--- config.mk ---
export PLATFORM = sky130hd
export DESIGN_NAME = spi_master_peripheral
export DESIGN_NICKNAME = d
export VERILOG_FILES = /design/src/hw/rtl/spimp_pkg.sv /design/src/hw/rtl/spimp_core.sv /design/src/hw/rtl/spi_master_peripheral.sv
export SDC_FILE = /design/constraint.sdc
export NUM_CORES = 1
export LEC_CHECK = 0
export BUFFER_PORTS_ARGS = -buffer_cell sky130_fd_sc_hd__buf_2
export CAP_MARGIN = 20
export CORE_ASPECT_RATIO = 1.75
export CORE_MARGIN = 2
export CORE_UTILIZATION = 36
export CTS_BUF_LIST = sky130_fd_sc_hd__clkbuf_16
export DETAILED_ROUTE_END_ITERATION = 12
export MAX_ROUTING_LAYER = met4
export SLEW_MARGIN = 10
export SYNTH_ARGS = -nofsm -noshare
export SYNTH_HDL_FRONTEND = slang
export SYNTH_SLANG_ARGS = --single-unit
--- constraint.sdc ---
create_clock -name i_clk -period 3.14 [get_ports i_clk]
set_input_delay 0.942 -clock i_clk [delete_from_list [all_inputs] [get_ports i_clk]]
set_output_delay 0.942 -clock i_clk [all_outputs]
set_load 0.1 [all_outputs]
--- src/hw/rtl/spimp_pkg.sv ---
// Shared types, register codes and the prescaler table of the SPI master peripheral.
// No dependencies; imported by spimp_core and spi_master_peripheral.
package spimp_pkg;

    typedef enum logic [1:0] {
        CMD_TICK  = 2'd0,
        CMD_READ  = 2'd1,
        CMD_WRITE = 2'd2,
        CMD_ACK   = 2'd3
    } t_cmd;

    localparam logic [2:0] OFF_CTRLA    = 3'd0;
    localparam logic [2:0] OFF_CTRLB    = 3'd1;
    localparam logic [2:0] OFF_INTCTRL  = 3'd2;
    localparam logic [2:0] OFF_INTFLAGS = 3'd3;
    localparam logic [2:0] OFF_DATA     = 3'd4;

    // control A bits
    localparam int CA_ENABLE = 0;
    localparam int CA_CPOL   = 4;
    localparam int CA_MASTER = 5;
    localparam int CA_DOUBLE = 7;
    // interrupt control and flag bits
    localparam int IE_BIT    = 0;
    localparam int WRCOL_BIT = 6;
    localparam int IF_BIT    = 7;
    // pin level vector
    localparam int PIN_MOSI = 0;
    localparam int PIN_SCK  = 1;
    localparam int PIN_SS   = 2;

    localparam int LEN_W = 11;

    typedef struct packed {
        logic       drive;
        logic       ss;
        logic       sck;
        logic       mosi;
        logic       ack;
        logic       irq;
        logic [7:0] read_value;
    } t_result;

    // log2 of the bit period for a prescaler select; divisors 4,16,64,128,2,8,32,4
    function automatic logic [2:0] f_period_shift(input logic [2:0] sel, input logic dbl);
        logic [2:0] sh;
        case (sel)
            3'd0:    sh = 3'd2;
            3'd1:    sh = 3'd4;
            3'd2:    sh = 3'd6;
            3'd3:    sh = 3'd7;
            3'd4:    sh = 3'd1;
            3'd5:    sh = 3'd3;
            3'd6:    sh = 3'd5;
            default: sh = 3'd2;
        endcase
        return dbl ? 3'(sh - 3'd1) : sh;
    endfunction

endpackage

--- src/hw/rtl/spimp_core.sv ---
// Register set, transmit buffer, shifter and pin logic of the SPI master peripheral.
// Applies one item per enabled cycle; depends on spimp_pkg.
module spimp_core (
    input  logic              i_clk,
    input  logic              i_rst_n,
    input  logic              i_advance,
    input  logic [1:0]        i_cmd,
    input  logic [2:0]        i_reg_offset,
    input  logic [7:0]        i_write_value,
    output spimp_pkg::t_result o_result
);
    import spimp_pkg::*;

    logic [7:0]       r_ctrla, r_ctrlb, r_intctrl, r_intflags, r_rx, r_tx, r_shifter;
    logic [7:0]       n_ctrla, n_ctrlb, n_intctrl, n_intflags, n_rx, n_tx, n_shifter;
    logic             r_hf, r_busy, r_drive;
    logic             n_hf, n_busy, n_drive;
    logic [LEN_W-1:0] r_elapsed, r_len;
    logic [LEN_W-1:0] n_elapsed, n_len;
    logic [2:0]       r_shift, n_shift;
    logic [2:0]       r_pins, n_pins;

    always_comb begin
        logic [LEN_W-1:0] e;
        logic [LEN_W-1:0] idx_full;
        logic [2:0]       idx;
        logic             sck;
        logic [7:0]       rd;
        logic             ack;

        n_ctrla    = r_ctrla;
        n_ctrlb    = r_ctrlb;
        n_intctrl  = r_intctrl;
        n_intflags = r_intflags;
        n_rx       = r_rx;
        n_tx       = r_tx;
        n_shifter  = r_shifter;
        n_hf       = r_hf;
        n_busy     = r_busy;
        n_drive    = r_drive;
        n_elapsed  = r_elapsed;
        n_len      = r_len;
        n_shift    = r_shift;
        n_pins     = r_pins;
        rd         = 8'd0;
        ack        = 1'b0;

        e        = LEN_W'(r_elapsed + 1'b1);
        idx_full = e >> r_shift;
        idx      = (idx_full > LEN_W'(7)) ? 3'd7 : idx_full[2:0];
        sck      = (r_shift != 3'd0) && !e[3'(r_shift - 3'd1)];

        case (t_cmd'(i_cmd))
            CMD_TICK: begin
                if (r_ctrla[CA_ENABLE]) begin
                    if (r_busy) begin
                        n_elapsed = e;
                        if (r_ctrla[CA_MASTER]) begin
                            n_pins[PIN_MOSI] = r_shifter[3'd7 - idx];
                            n_pins[PIN_SCK]  = sck ^ r_ctrla[CA_CPOL];
                            n_pins[PIN_SS]   = 1'b0;
                        end
                        if (e >= r_len) begin
                            n_busy             = 1'b0;
                            n_intflags[IF_BIT] = 1'b1;
                            if (r_ctrla[CA_MASTER]) n_pins[PIN_SS] = 1'b1;
                            n_rx = r_shifter;
                            if (r_hf) begin
                                n_shifter = r_tx;
                                n_hf      = 1'b0;
                                n_busy    = 1'b1;
                                n_elapsed = '0;
                            end
                        end
                    end else if (r_hf) begin
                        n_shifter = r_tx;
                        n_hf      = 1'b0;
                        n_busy    = 1'b1;
                        n_elapsed = '0;
                    end
                end
            end
            CMD_READ: begin
                case (i_reg_offset)
                    OFF_CTRLA:    rd = r_ctrla;
                    OFF_CTRLB:    rd = r_ctrlb;
                    OFF_INTCTRL:  rd = r_intctrl;
                    OFF_INTFLAGS: rd = r_intflags;
                    OFF_DATA: begin
                        rd                 = r_rx;
                        n_intflags[IF_BIT] = 1'b0;
                    end
                    default:      rd = 8'd0;
                endcase
            end
            CMD_WRITE: begin
                case (i_reg_offset)
                    OFF_CTRLA: begin
                        n_ctrla = i_write_value;
                        if (!i_write_value[CA_ENABLE]) begin
                            n_pins  = 3'b111;
                            n_drive = 1'b0;
                        end else if (!r_ctrla[CA_ENABLE]) begin
                            n_pins[PIN_MOSI] = 1'b1;
                            n_pins[PIN_SCK]  = i_write_value[CA_CPOL];
                            n_drive          = i_write_value[CA_MASTER];
                            if (i_write_value[CA_MASTER]) n_pins[PIN_SS] = 1'b1;
                        end
                    end
                    OFF_CTRLB:   n_ctrlb   = i_write_value;
                    OFF_INTCTRL: n_intctrl = i_write_value;
                    OFF_INTFLAGS: begin
                        if (i_write_value[IF_BIT]) n_intflags[IF_BIT] = 1'b0;
                    end
                    OFF_DATA: begin
                        if (r_ctrla[CA_ENABLE]) begin
                            if (r_hf) begin
                                n_intflags[WRCOL_BIT] = 1'b1;
                            end else begin
                                n_tx               = i_write_value;
                                n_hf               = 1'b1;
                                n_intflags[IF_BIT] = 1'b0;
                                if (!r_busy) begin
                                    n_shifter = i_write_value;
                                    n_hf      = 1'b0;
                                    n_busy    = 1'b1;
                                    n_elapsed = '0;
                                end
                                n_shift = f_period_shift(r_ctrla[3:1], r_ctrla[CA_DOUBLE]);
                                n_len   = LEN_W'(1) << (4'(n_shift) + 4'd3);
                            end
                        end
                    end
                    default: ;
                endcase
            end
            CMD_ACK: begin
                if (r_intflags[IF_BIT] && r_intctrl[IE_BIT]) begin
                    n_intflags[IF_BIT] = 1'b0;
                    ack                = 1'b1;
                end
            end
            default: ;
        endcase

        o_result.read_value = rd;
        o_result.irq        = n_intflags[IF_BIT] & n_intctrl[IE_BIT];
        o_result.ack        = ack;
        o_result.mosi       = n_pins[PIN_MOSI];
        o_result.sck        = n_pins[PIN_SCK];
        o_result.ss         = n_pins[PIN_SS];
        o_result.drive      = n_drive;
    end

    always_ff @(posedge i_clk) begin
        if (!i_rst_n) begin
            r_ctrla    <= 8'd0;
            r_ctrlb    <= 8'd0;
            r_intctrl  <= 8'd0;
            r_intflags <= 8'd0;
            r_rx       <= 8'd0;
            r_tx       <= 8'd0;
            r_shifter  <= 8'd0;
            r_hf       <= 1'b0;
            r_busy     <= 1'b0;
            r_drive    <= 1'b0;
            r_elapsed  <= '0;
            r_len      <= '0;
            r_shift    <= 3'd0;
            r_pins     <= 3'b111;
        end else if (i_advance) begin
            r_ctrla    <= n_ctrla;
            r_ctrlb    <= n_ctrlb;
            r_intctrl  <= n_intctrl;
            r_intflags <= n_intflags;
            r_rx       <= n_rx;
            r_tx       <= n_tx;
            r_shifter  <= n_shifter;
            r_hf       <= n_hf;
            r_busy     <= n_busy;
            r_drive    <= n_drive;
            r_elapsed  <= n_elapsed;
            r_len      <= n_len;
            r_shift    <= n_shift;
            r_pins     <= n_pins;
        end
    end

`ifndef SYNTH
    a_busy_has_length: assert property (@(posedge i_clk) disable iff (!i_rst_n)
        r_busy |-> (r_len != '0))
        else $error("shifter busy with zero transfer length");
    a_buffer_needs_busy: assert property (@(posedge i_clk) disable iff (!i_rst_n)
        r_hf |-> r_busy)
        else $error("transmit buffer full while shifter idle");
    a_drive_needs_enable: assert property (@(posedge i_clk) disable iff (!i_rst_n)
        r_drive |-> r_ctrla[CA_ENABLE])
        else $error("pins driven while disabled");
    a_ack_clears_irq: assert property (@(posedge i_clk) disable iff (!i_rst_n)
        (i_advance && o_result.ack) |-> !o_result.irq)
        else $error("acknowledge left interrupt pending");
`endif

endmodule

--- src/hw/rtl/spi_master_peripheral.sv ---
// Top level of the SPI master peripheral: input register, core and output register.
// Depends on spimp_pkg and spimp_core.
//
// Usage: every item (tick, bus read, bus write, interrupt acknowledge) is one
// transfer on the slave stream and yields exactly one result transfer on the
// master stream. One item is accepted per clock while the master side takes results;
// back pressure on the master side stalls both registers. Each result passes through
// the input register, then the core's update of the register set into the output
// register.
module spi_master_peripheral (
    input  logic        i_clk,
    input  logic        i_rst_n,
    input  logic        i_s_axis_tvalid,
    output logic        o_s_axis_tready,
    input  logic [15:0] i_s_axis_tdata,   // [2:0] reg_offset, [10:3] write_value, rest zero
    input  logic [1:0]  i_s_axis_tuser,   // [1:0] cmd
    output logic        o_m_axis_tvalid,
    input  logic        i_m_axis_tready,
    output logic [15:0] o_m_axis_tdata    // [7:0] read_value, [8] irq, [9] ack_taken,
                                          // [10] mosi_level, [11] sck_level,
                                          // [12] ss_level, [13] pins_driven, rest zero
);
    import spimp_pkg::*;

    logic       r_in_valid;
    logic [1:0] r_cmd;
    logic [2:0] r_off;
    logic [7:0] r_val;
    logic       r_out_valid;
    t_result    r_out;
    t_result    core_result;
    logic       advance;
    logic       in_xfer;

    assign advance         = r_in_valid && (!r_out_valid || i_m_axis_tready);
    assign o_s_axis_tready = !r_in_valid || advance;
    assign in_xfer         = i_s_axis_tvalid && o_s_axis_tready;

    always_ff @(posedge i_clk) begin
        if (!i_rst_n) begin
            r_in_valid <= 1'b0;
        end else if (in_xfer) begin
            r_in_valid <= 1'b1;
        end else if (advance) begin
            r_in_valid <= 1'b0;
        end
    end

    always_ff @(posedge i_clk) begin
        if (in_xfer) begin
            r_cmd <= i_s_axis_tuser;
            r_off <= i_s_axis_tdata[2:0];
            r_val <= i_s_axis_tdata[10:3];
        end
    end

    spimp_core u_core (
        .i_clk        (i_clk),
        .i_rst_n      (i_rst_n),
        .i_advance    (advance),
        .i_cmd        (r_cmd),
        .i_reg_offset (r_off),
        .i_write_value(r_val),
        .o_result     (core_result)
    );

    always_ff @(posedge i_clk) begin
        if (!i_rst_n) begin
            r_out_valid <= 1'b0;
        end else if (advance) begin
            r_out_valid <= 1'b1;
        end else if (i_m_axis_tready) begin
            r_out_valid <= 1'b0;
        end
    end

    // hold the result until the master side takes it
    always_ff @(posedge i_clk) begin
        if (advance) begin
            r_out <= core_result;
        end
    end

    assign o_m_axis_tvalid = r_out_valid;
    assign o_m_axis_tdata  = {2'b00, r_out};

endmodule

==> results of run 1 <==
==> cells in the final DEF (no fill, tap or decap), types with 10 or more instances in the layout <==
| cell type | n |
|---|---|
| mux2i_1 | 23 |
| o221ai_1 | 10 |
| a21oi_1 | 69 |
| o21ai_0 | 12 |
| nand2_1 | 85 |
| ha_1 | 12 |
| buf_4 | 53 |
| inv_1 | 26 |
| dfxtp_1 | 78 |
| buf_2 | 33 |
| a2bb2oi_1 | 14 |
| nand2b_1 | 11 |
| nor2_1 | 78 |
| edfxtp_1 | 27 |
| nand3_1 | 33 |
==> layout make-up <==
cell class	instances	share of cell area, %
inverter	26	1.42
clock inverter	7	0.853
clock buffer	9	3.27
multi-input combinational	500	46.1
sequential	110	36.0
tap	189	3.43
timing repair buffer	90	8.95
==> power groups by stage <==
stage                     sequential, mW  clock [mW]  combinational [mW]
final                               1.50        1.11               0.173
after global routing                1.50        1.19               0.184
after CTS                           1.50        1.13               0.174
after detailed placement            1.53           0               0.173
after global placement              1.53           0               0.171
after floorplan                     1.57           0              0.0864
==> state kept, by name (all words and copies together), names as in the netlist <==
| register | cells |
|---|---|
| o_m_axis_tdata | 14 |
| u_core.r_elapsed | 11 |
| u_core.r_len | 11 |
| r_val | 8 |
| u_core.r_ctrla | 8 |
| u_core.r_ctrlb | 8 |
| u_core.r_intctrl | 8 |
| u_core.r_rx | 8 |
| u_core.r_shifter | 8 |
| u_core.r_tx | 8 |
| r_off | 3 |
| u_core.r_pins | 3 |
| u_core.r_shift | 3 |
| r_cmd | 2 |
| u_core.r_intflags | 2 |
| o_m_axis_tvalid | 1 |
| r_in_valid | 1 |
| u_core.r_busy | 1 |
| u_core.r_drive | 1 |
| u_core.r_hf | 1 |
==> kinds of logic after synthesis <==
logic type	after synthesis	share of synthesized area, %
AO/OA/AOI/OAI	180	21.3
AND/OR/NAND/NOR	263	21.1
flip-flops	110	42.5
other	1	0.0645
adder cells (fa/ha/maj)	13	2.80
XOR/XNOR	13	1.96
buffers and inverters	71	4.97
multiplexers	28	5.31
==> metal layers <==
metal  wire (um)  vias to the layer above  GRT usage, %
li1            -                     2549             -
met1        6100                     2491          20.5
met2        9060                      177          36.3
met3         610                       46          2.47
met4         784                        0          10.7
met5           0                        -             -
==> metrics by stage <==
stage | hold WS (ns) | worst slack, ns
5_1_grt | 0.476 | -0.0120
6_report | 0.452 | 0.152
2_1_floorplan | 0.428 | 0.227
4_1_cts | 0.460 | 0.0547
3_3_place_gp | 0.441 | -0.0101
3_5_place_dp | 0.448 | -0.0767
==> worst min-delay path by stage <==
stage,to,slack (ns),start,depth (start not counted)
6_report,u_core.r_len[1]$_SDFFE_PN0P_,0.45,u_core.r_len[1]$_SDFFE_PN0P_,2
5_1_grt,u_core.r_intctrl[1]$_SDFFE_PN0P_,0.48,u_core.r_intctrl[1]$_SDFFE_PN0P_,2
4_1_cts,u_core.r_len[1]$_SDFFE_PN0P_,0.46,u_core.r_len[1]$_SDFFE_PN0P_,2
3_5_place_dp,u_core.r_len[1]$_SDFFE_PN0P_,0.45,u_core.r_len[1]$_SDFFE_PN0P_,2
3_3_place_gp,u_core.r_len[1]$_SDFFE_PN0P_,0.44,u_core.r_len[1]$_SDFFE_PN0P_,2
2_1_floorplan,u_core.r_len[1]$_SDFFE_PN0P_,0.43,u_core.r_len[1]$_SDFFE_PN0P_,2
==> repair_timing <==
item                       4_1_cts  5_1_grt
resized for setup                1       26
cloned                           0        2
setup endpoints to repair        8       31
setup buffers                    0        4
pin swaps                        0        5
==> worst register-to-register path: cells and delay by family, from the launching register on <==
kind,cells,cell delay [ns]
compound gates,2,0.77
simple gates,4,0.69
buf+inv,4,0.41
flops,1,0.37
fa+ha+maj,1,0.27
mux,1,0.23
xor+xnor,1,0.16
==> flow_summary_export.csv, run 1 <==
group,metric,value,unit
outcome,outcome,"complete, no violations",
sta,fmax,335,MHz
power_and_ir_drop,pwr-share-seq,53.9,%
finish,fillerInstances,1575,
setup_path,cp-end-kind,"register",
grt,overflow,0,
yosys,synth.avg_cell_area,8.56,sq um
setup_path,cp_cell_sequence,"buf_6 -> nand2_2 -> or3_4 -> xor2_2 -> inv_1 -> ha_1 -> inv_1 -> a211o_1 -> a221oi_4 -> nor2_4 -> buf_4 -> nor2_8 -> mux2i_1",
yosys,synthFlopType,"dfxtp_1",
finish,post-route-util,43.4,%
finish,fin_nets,772,
setup_path,timing.rr.start,"u_core.r_elapsed[0]$_SDFFE_PN0P_",
floorplan,rows,61,
clock_network,holdBufCountCts,0,
power_and_ir_drop,total_power,2.78,mW
clock_network,clk_path_buf_depth,2,
floorplan,ios,40,
power_and_ir_drop,power_density,404,nW/um^2
setup_path,r2r_cells,13,
routing,num_vias,5263,
setup_path,startpoint,"u_core.r_elapsed[0]$_SDFFE_PN0P_",
job,cap_violations,0,
yosys,synth_top_area_share,28.6,%
yosys,netlist_area,5820,sq um
routing,wl_per_cell,17.8,um
power_and_ir_drop,p_sw_share,26.0,%
clock_network,cts_buffers,9,
routing,drc,0,
sta,finalCriticalPeriod,2.99,ns
power_and_ir_drop,internal_power,2.06,mW
setup_path,path_delay_family,"compound AO/OA/AOI/OAI gates",
place,placed_cells,909,
power_and_ir_drop,clockPowerShare,39.9,%
place,gp_congestion,0.918,
finish,antenna_cells,0,
setup_path,cpMostUsedCell,"inv_1",
yosys,yosys.area.top_type,"dfxtp_1",
sta,fin_skew,0.00680,ns
power_and_ir_drop,ir_drop,269,uV
routing,routed_wl,16600,um
sta,setup-tns-final,0,ns
clock_network,cts-root-buf,"clkbuf_16",
routing,dr.pass1.iters,5,
clock_network,worstSkewPairLatency,0.35,ns
setup_path,cp-endpoint,"u_core.r_rx[4]$_SDFFE_PN0P_",
setup_path,start_kind,"register",
setup_path,worstSetupPathType,"reg2reg",
finish,regArea,2480,sq um
setup_path,crit_cells,13,
setup_path,arrival,3.27,ns
routing,viasPerCell,5.65,
sta,relSlewSlack,59.2,%
power_and_ir_drop,leakagePower,2.54,nW
floorplan,fp.coreArea,15900,sq um
grt,grt_pass1_vias,5134,
floorplan,dieArea,17200,sq um
clock_network,h-tree-depth,3,
min_path,hp-class,"reg2reg",
setup_path,crit_fanout,8,
yosys,yosysUniqueCellTypes,70,
yosys,synth_edf_count,27,
clock_network,cts.clk_slew.worst_paths,0.08,ns
finish,areaGrowthSynthToFinish,18.5,%
setup_path,cp.required,3.42,ns
sta,max_slew.worst_pin.slew,0.612,ns
place,hpwl,12100,um
setup_path,worst-path-buf-inv,4,
place,placed_cell_area,6420,sq um
sta,period_share,95.1,%
place,portBuffers,32,
setup_path,worstReg2RegEnd,"u_core.r_rx[4]$_SDFFE_PN0P_",
sta,hold_viol,0,
yosys,async_flop_share,0,%
setup_path,regToRegSetupSlack,0.15,ns
clock_network,cts_tree,"done",
finish,layout-drive-gt1-share,19.3,%
finish,multiInputGateArea,3180,sq um
grt,gr-usage-all-layers,19.9,%
floorplan,die_w,100,um
setup_path,max_stage_delay,0.44,ns
yosys,synthTopCellsByArea,"dfxtp_1 (29%), edfxtp_1 (14%), a21oi_1 (6.0%)",
finish,instances_no_fill,931,
power_and_ir_drop,combPwrFrac,6.2,%
grt,grt_pass1_wl,25900,um
routing,drtIter0Drc,351,
grt,grt_antenna_before_repair,0,
yosys,synth_warnings,0,
yosys,synth_cells,679,
yosys,synth-seq-area-share,42.5,%
yosys,ys_ff_latch,110,
sta,slew_viol_final,0,
setup_path,cp_slowest_cell,"a221oi_4",
power_and_ir_drop,p_switching,0.725,mW
floorplan,start_util,36.6,%
clock_network,clock_sinks,110,
floorplan,die_y,172,um
routing,ant_nets,0,
yosys,synthTopCellsByCount,"nand2_1 (86), dfxtp_1 (83), nor2_1 (79)",
yosys,synth_most_common_cell,"nand2_1",
grt,grt_max_degree,32,
sta,setup_violations,0,
finish,final_cell_area,6890,sq um
Note: power is estimated with default switching activity, not from simulation.
==> run 2, diff against run 1 <==
Settings changed: CORE_ASPECT_RATIO 1.75 to 0.9.
==> run 2 against run 1 <==
Effect of this change:
- cell count up 1.1%
- die area down 0.22%
- sequential share of layout area is 0.15 points higher
- critical endpoint is now u_core.r_shifter[4]$_SDFFE_PN0P_
- largest cell class unchanged
==> flow_summary_export.csv, run 2 (synthesis gave the netlist of run 1 again) <==
group,metric,value,unit
sta,finalCriticalPeriod,2.98,ns
outcome,outcome,"complete, no violations",
floorplan,die_w,138,um
place,hpwl,11400,um
setup_path,path_delay_family,"compound AO/OA/AOI/OAI gates",
sta,period_share,95.0,%
routing,num_vias,5198,
clock_network,clk_path_buf_depth,2,
setup_path,r2r_cells,14,
setup_path,cp-end-kind,"register",
sta,relSlewSlack,59.8,%
grt,overflow,0,
sta,fin_hold_ws,0.453,ns
power_and_ir_drop,power_density,421,nW/um^2
clock_network,post-cts-setup-buffers,0,
clock_network,cts_tree,"done",
power_and_ir_drop,ir_drop,239,uV
grt,grt_max_degree,32,
clock_network,clock_sinks,110,
clock_network,cts-root-buf,"clkbuf_16",
sta,hold_viol,0,
sta,setup_violations,0,
clock_network,worstSkewPairLatency,0.35,ns
finish,most-common-layout-cells,"nand2_1 (86), nor2_1 (79), dfxtp_1 (79), a21oi_1 (70), buf_4 (50)",
routing,routed_wl,15600,um
setup_path,cp_slowest_cell,"a221oi_4",
setup_path,worstReg2RegEnd,"u_core.r_shifter[4]$_SDFFE_PN0P_",
setup_path,start_kind,"register",
setup_path,regToRegSetupSlack,0.16,ns
sta,max_slew.worst_pin.slew,0.602,ns
setup_path,cp.required,3.42,ns
finish,areaGrowthSynthToFinish,17.9,%
floorplan,rows,44,
routing,viasPerCell,5.52,
place,portBuffers,32,
clock_network,cts_buffers,9,
setup_path,arrival,3.26,ns
setup_path,worstSetupPathType,"reg2reg",
sta,slew_viol_final,0,
floorplan,fp.coreArea,16000,sq um
sta,fin_skew,0.00847,ns
routing,ant_nets,0,
clock_network,h-tree-depth,3,
job,cap_violations,0,
routing,dr.pass1.iters,5,
setup_path,max_stage_delay,0.42,ns
grt,grt_pass1_vias,4858,
clock_network,holdBufCountCts,0,
setup_path,crit_fanout,8,
setup_path,startpoint,"u_core.r_elapsed[0]$_SDFFE_PN0P_",
setup_path,worst-path-buf-inv,2,
place,gp_congestion,0.899,
grt,grt_pass1_wl,25100,um
finish,layout-drive-gt1-share,17.7,%
floorplan,die_y,125,um
grt,gr-usage-all-layers,19.0,%
setup_path,crit_cells,14,
sta,fmax,335,MHz
floorplan,dieArea,17200,sq um
setup_path,cp_cell_sequence,"buf_4 -> nand3_1 -> xor2_1 -> inv_1 -> ha_1 -> o21ai_0 -> nand2b_1 -> a31o_2 -> a21oi_1 -> a211o_1 -> a221oi_4 -> o41ai_4 -> a21oi_4 -> a2bb2oi_1",
floorplan,start_util,36.4,%
grt,grt_antenna_before_repair,0,
finish,antenna_cells,0,
floorplan,ios,40,
finish,largest_reg_flops,14,
routing,drtIter0Drc,410,
min_path,hp-class,"reg2reg",
power_and_ir_drop,leakagePower,2.50,nW
routing,wl_per_cell,16.6,um
clock_network,cts.clk_slew.worst_paths,0.08,ns
sta,setup-tns-final,0,ns
finish,fin_nets,764,
setup_path,cp-endpoint,"u_core.r_shifter[4]$_SDFFE_PN0P_",
finish,final_common_cell,"nand2_1",
routing,drc,0,
setup_path,timing.rr.start,"u_core.r_elapsed[0]$_SDFFE_PN0P_",
run 2: cell count changes in the layout (fill, tap and decap cells not counted), sizes merged:
cell	delta
bufinv	+1
clkinvlp	+1
clkinv	-1
nor2	-1
inv	-1
buf	-7
run 2: how the worst min path moves through the flow:
stage                     slack, ns                    startpoint                      endpoint  depth (start not counted)
after floorplan                0.43  u_core.r_len[1]$_SDFFE_PN0P_  u_core.r_len[1]$_SDFFE_PN0P_                          2
after global placement         0.44  u_core.r_len[2]$_SDFFE_PN0P_  u_core.r_len[2]$_SDFFE_PN0P_                          2
after detailed placement       0.44  u_core.r_len[1]$_SDFFE_PN0P_  u_core.r_len[1]$_SDFFE_PN0P_                          2
after CTS                      0.46  u_core.r_len[1]$_SDFFE_PN0P_  u_core.r_len[1]$_SDFFE_PN0P_                          2
after global routing           0.48  u_core.r_len[2]$_SDFFE_PN0P_  u_core.r_len[2]$_SDFFE_PN0P_                          2
final                          0.45  u_core.r_len[1]$_SDFFE_PN0P_  u_core.r_len[1]$_SDFFE_PN0P_                          2
run 2: cell type report:
type	instances	area, sq um
clock inverter	7	91.3
fill	1570	9110
sequential	110	2480
tap	207	259
multi-input combinational	499	3150
inverter	26	97.6
clock buffer	9	225
timing repair buffer	83	556
run 2: tightest hold or removal path: stages, from the launching register on:
cell and delay, ns:
dfxtp_1 0.30, inv_1 0.06, nor3_1 0.05
run 2: metrics by stage:
step                worst slack, ns  utilization [%]  cell area, sq um  instances  total power, mW
global placement             0.0273             40.4              6440        925             1.71
global route               -0.00550             42.9              6850        941             2.99
floorplan                     0.227                -              5820        680             1.65
CTS                          0.0419             42.4              6770        941             2.91
finish                        0.158             42.9              6850        941             2.89
detailed placement          -0.0575             40.4              6440        925             1.71
run 2: per-layer routing:
layer	track usage [%]	up-vias	share of wire (%)
li1	-	2539	-
met1	27.3	2527	49
met3	2.44	10	4.4
met5	-	-	0
met2	28.5	122	45
met4	4.74	0	1.1
run 2: report_power, final:
| part | total (mW) | switching [mW] | internal, mW |
|---|---|---|---|
| clock | 1.21 | 0.572 | 0.638 |
| sequential | 1.50 | 0.0310 | 1.47 |
| combinational | 0.178 | 0.136 | 0.0418 |
run 2: what timing repair did:
item                                    in CTS  in global routing
pin swaps                                    0                  4
resized for setup                            2                 15
endpoints found under the setup margin       9                 28
==> run 3, diff against run 2 <==
Settings changed: PLACE_DENSITY set to 0.54.
Clock period 3.14 ns to 3.5 ns, I/O delays scaled along.
==> run 3 against run 2 <==
Effect of this change:
- cell area is 4.1% lower
- sequential power is 10% lower
- count of clock-buffer cells in the layout stayed put
- global-route usage is 0.15 points lower
- clock skew is 0.0015 ns lower
- wire length is 2.0% lower
==> flow_summary_export.csv, run 3 (synthesis gave the netlist of run 1 again) <==
group,metric,value,unit
finish,final_common_cell,"nand2_1",
routing,ant_nets,0,
routing,wl_per_cell,16.7,um
clock_network,post-cts-setup-buffers,0,
finish,fin_nets,738,
grt,overflow,0,
finish,layout-drive-gt1-share,14.0,%
power_and_ir_drop,power_density,380,nW/um^2
setup_path,worstSetupPathType,"reg2reg",
finish,largest_reg_flops,14,
job,cap_violations,0,
sta,fin_skew,0.00699,ns
grt,gr-usage-all-layers,18.9,%
setup_path,path_delay_family,"compound AO/OA/AOI/OAI gates",
grt,busiest_layer,"met1",
setup_path,worst-path-buf-inv,1,
power_and_ir_drop,ir_drop,217,uV
clock_network,clk_path_buf_depth,2,
power_and_ir_drop,combPwrFrac,6.0,%
sta,fin_hold_ws,0.454,ns
setup_path,crit_fanout,7,
floorplan,die_w,138,um
grt,grt_max_degree,63,
routing,drc,0,
floorplan,ios,40,
sta,setup-tns-final,0,ns
setup_path,regToRegSetupSlack,0.27,ns
finish,instances_no_fill,915,
setup_path,cp_slowest_cell,"dfxtp_1",
setup_path,start_kind,"register",
power_and_ir_drop,p_switching,0.649,mW
finish,regArea,2480,sq um
sta,grt_setup_unrepaired,"no",
clock_network,clock_sinks,110,
floorplan,start_util,36.4,%
place,portBuffers,32,
clock_network,holdBufCountCts,0,
power_and_ir_drop,leakagePower,2.36,nW
floorplan,dieArea,17200,sq um
setup_path,arrival,3.32,ns
sta,fmax,310,MHz
setup_path,cp_cell_sequence,"ha_2 -> buf_4 -> and4_1 -> nand2_1 -> xor2_1 -> o221a_2 -> nand3_1 -> a21o_1 -> a211o_1 -> o22ai_1 -> o211ai_1",
routing,viasPerCell,5.51,
sta,relSlewSlack,52.2,%
sta,max_slew.worst_pin.slew,0.717,ns
floorplan,fp.coreArea,16000,sq um
grt,use_met2,26.8,%
clock_network,worstSkewPairLatency,0.35,ns
setup_path,cp.required,3.59,ns
finish,fillerInstances,1620,
setup_path,max_stage_delay,0.46,ns
clock_network,cts_buffers,9,
setup_path,cp-end-kind,"register",
clock_network,cts-root-buf,"clkbuf_16",
finish,most-common-layout-cells,"nand2_1 (86), dfxtp_1 (80), nor2_1 (79), a21oi_1 (70), nand3_1 (33)",
power_and_ir_drop,pwr-share-seq,54.1,%
place,gp_congestion,0.845,
clock_network,h-tree-depth,3,
routing,routed_wl,15300,um
clock_network,cts_tree,"done",
finish,multiInputGateArea,3110,sq um
sta,setup_violations,0,
min_path,hp-class,"reg2reg",
grt,grt_pass1_vias,4736,
sta,finalCriticalPeriod,3.23,ns
finish,areaGrowthSynthToFinish,13.0,%
grt,grt_antenna_before_repair,0,
clock_network,cts.clk_slew.worst_paths,0.07,ns
sta,slew_viol_final,0,
routing,dr.pass1.iters,5,
place,hpwl,11000,um
routing,drtIter0Drc,414,
power_and_ir_drop,internal_power,1.85,mW
place,placed_cells,899,
outcome,outcome,"complete, no violations",
floorplan,rows,44,
grt,grt_pass1_wl,24800,um
sta,hold_viol,0,
sta,period_share,92.2,%
grt,gr-usage-met1,28.1,%
grt,use_met3,2.32,%
floorplan,die_y,125,um
power_and_ir_drop,clockPowerShare,40.0,%
finish,antenna_cells,0,
power_and_ir_drop,p_sw_share,26.0,%
routing,num_vias,5041,
-- run 3: timing repair --
item	4_1_cts	5_1_grt
hold endpoints to repair	0	0
gates resized for setup	0	11
setup endpoints to repair	0	20
-- run 3: per-layer routing --
layer	vias up	wire length, um
li1	2480	-
met1	2409	7720
met2	139	6710
met3	13	668
met4	0	173
met5	-	0
-- run 3: area by class of cell --
cell class / count / area share [%]
clock buffer: 9 / 3.43
clock inverter: 7 / 0.914
inverter: 26 / 1.49
multi-input combinational: 499 / 47.3
sequential: 110 / 37.7
tap: 207 / 3.94
timing repair buffer: 57 / 5.29
-- run 3: stage by stage --
stage / area [sq um] / util, % / setup slack (ns) / total power, mW
2_1_floorplan: 5820 / - / 0.587 / 1.48
6_report: 6570 / 41.2 / 0.274 / 2.50
4_1_cts: 6520 / 40.8 / 0.169 / 2.53
3_5_place_dp: 6230 / 39.1 / 0.194 / 1.53
3_3_place_gp: 6230 / 39.1 / 0.269 / 1.53
5_1_grt: 6570 / 41.2 / 0.0221 / 2.59
-- run 3: worst paths after layout --
path,startpoint,to,cells past startpoint
worst max-delay path,u_core.r_elapsed[1]$_SDFFE_PN0P_,o_m_axis_tdata[10]$_DFFE_PP_,11
worst min-delay path,u_core.r_len[1]$_SDFFE_PN0P_,u_core.r_len[1]$_SDFFE_PN0P_,2
worst max register to register,u_core.r_elapsed[1]$_SDFFE_PN0P_,o_m_axis_tdata[10]$_DFFE_PP_,11
worst min register to register,u_core.r_len[1]$_SDFFE_PN0P_,u_core.r_len[1]$_SDFFE_PN0P_,2
-- run 3: power groups by stage --
stage | Combinational [mW] | Clock, mW | Sequential (mW)
6_report | 0.150 | 0.998 | 1.35
5_1_grt | 0.161 | 1.08 | 1.35
4_1_cts | 0.150 | 1.03 | 1.35
3_5_place_dp | 0.150 | 0 | 1.38
3_3_place_gp | 0.148 | 0 | 1.38
2_1_floorplan | 0.0775 | 0 | 1.41
-- run 3: worst register-to-register path, cell delays in order, from the launching register on --
cell and delay, ns:
dfxtp_1 0.46, ha_2 0.28, buf_4 0.16, and4_1 0.29, nand2_1 0.09, xor2_1 0.41, o221a_2 0.30, nand3_1 0.08
a21o_1 0.22, a211o_1 0.29, o22ai_1 0.27, o211ai_1 0.12
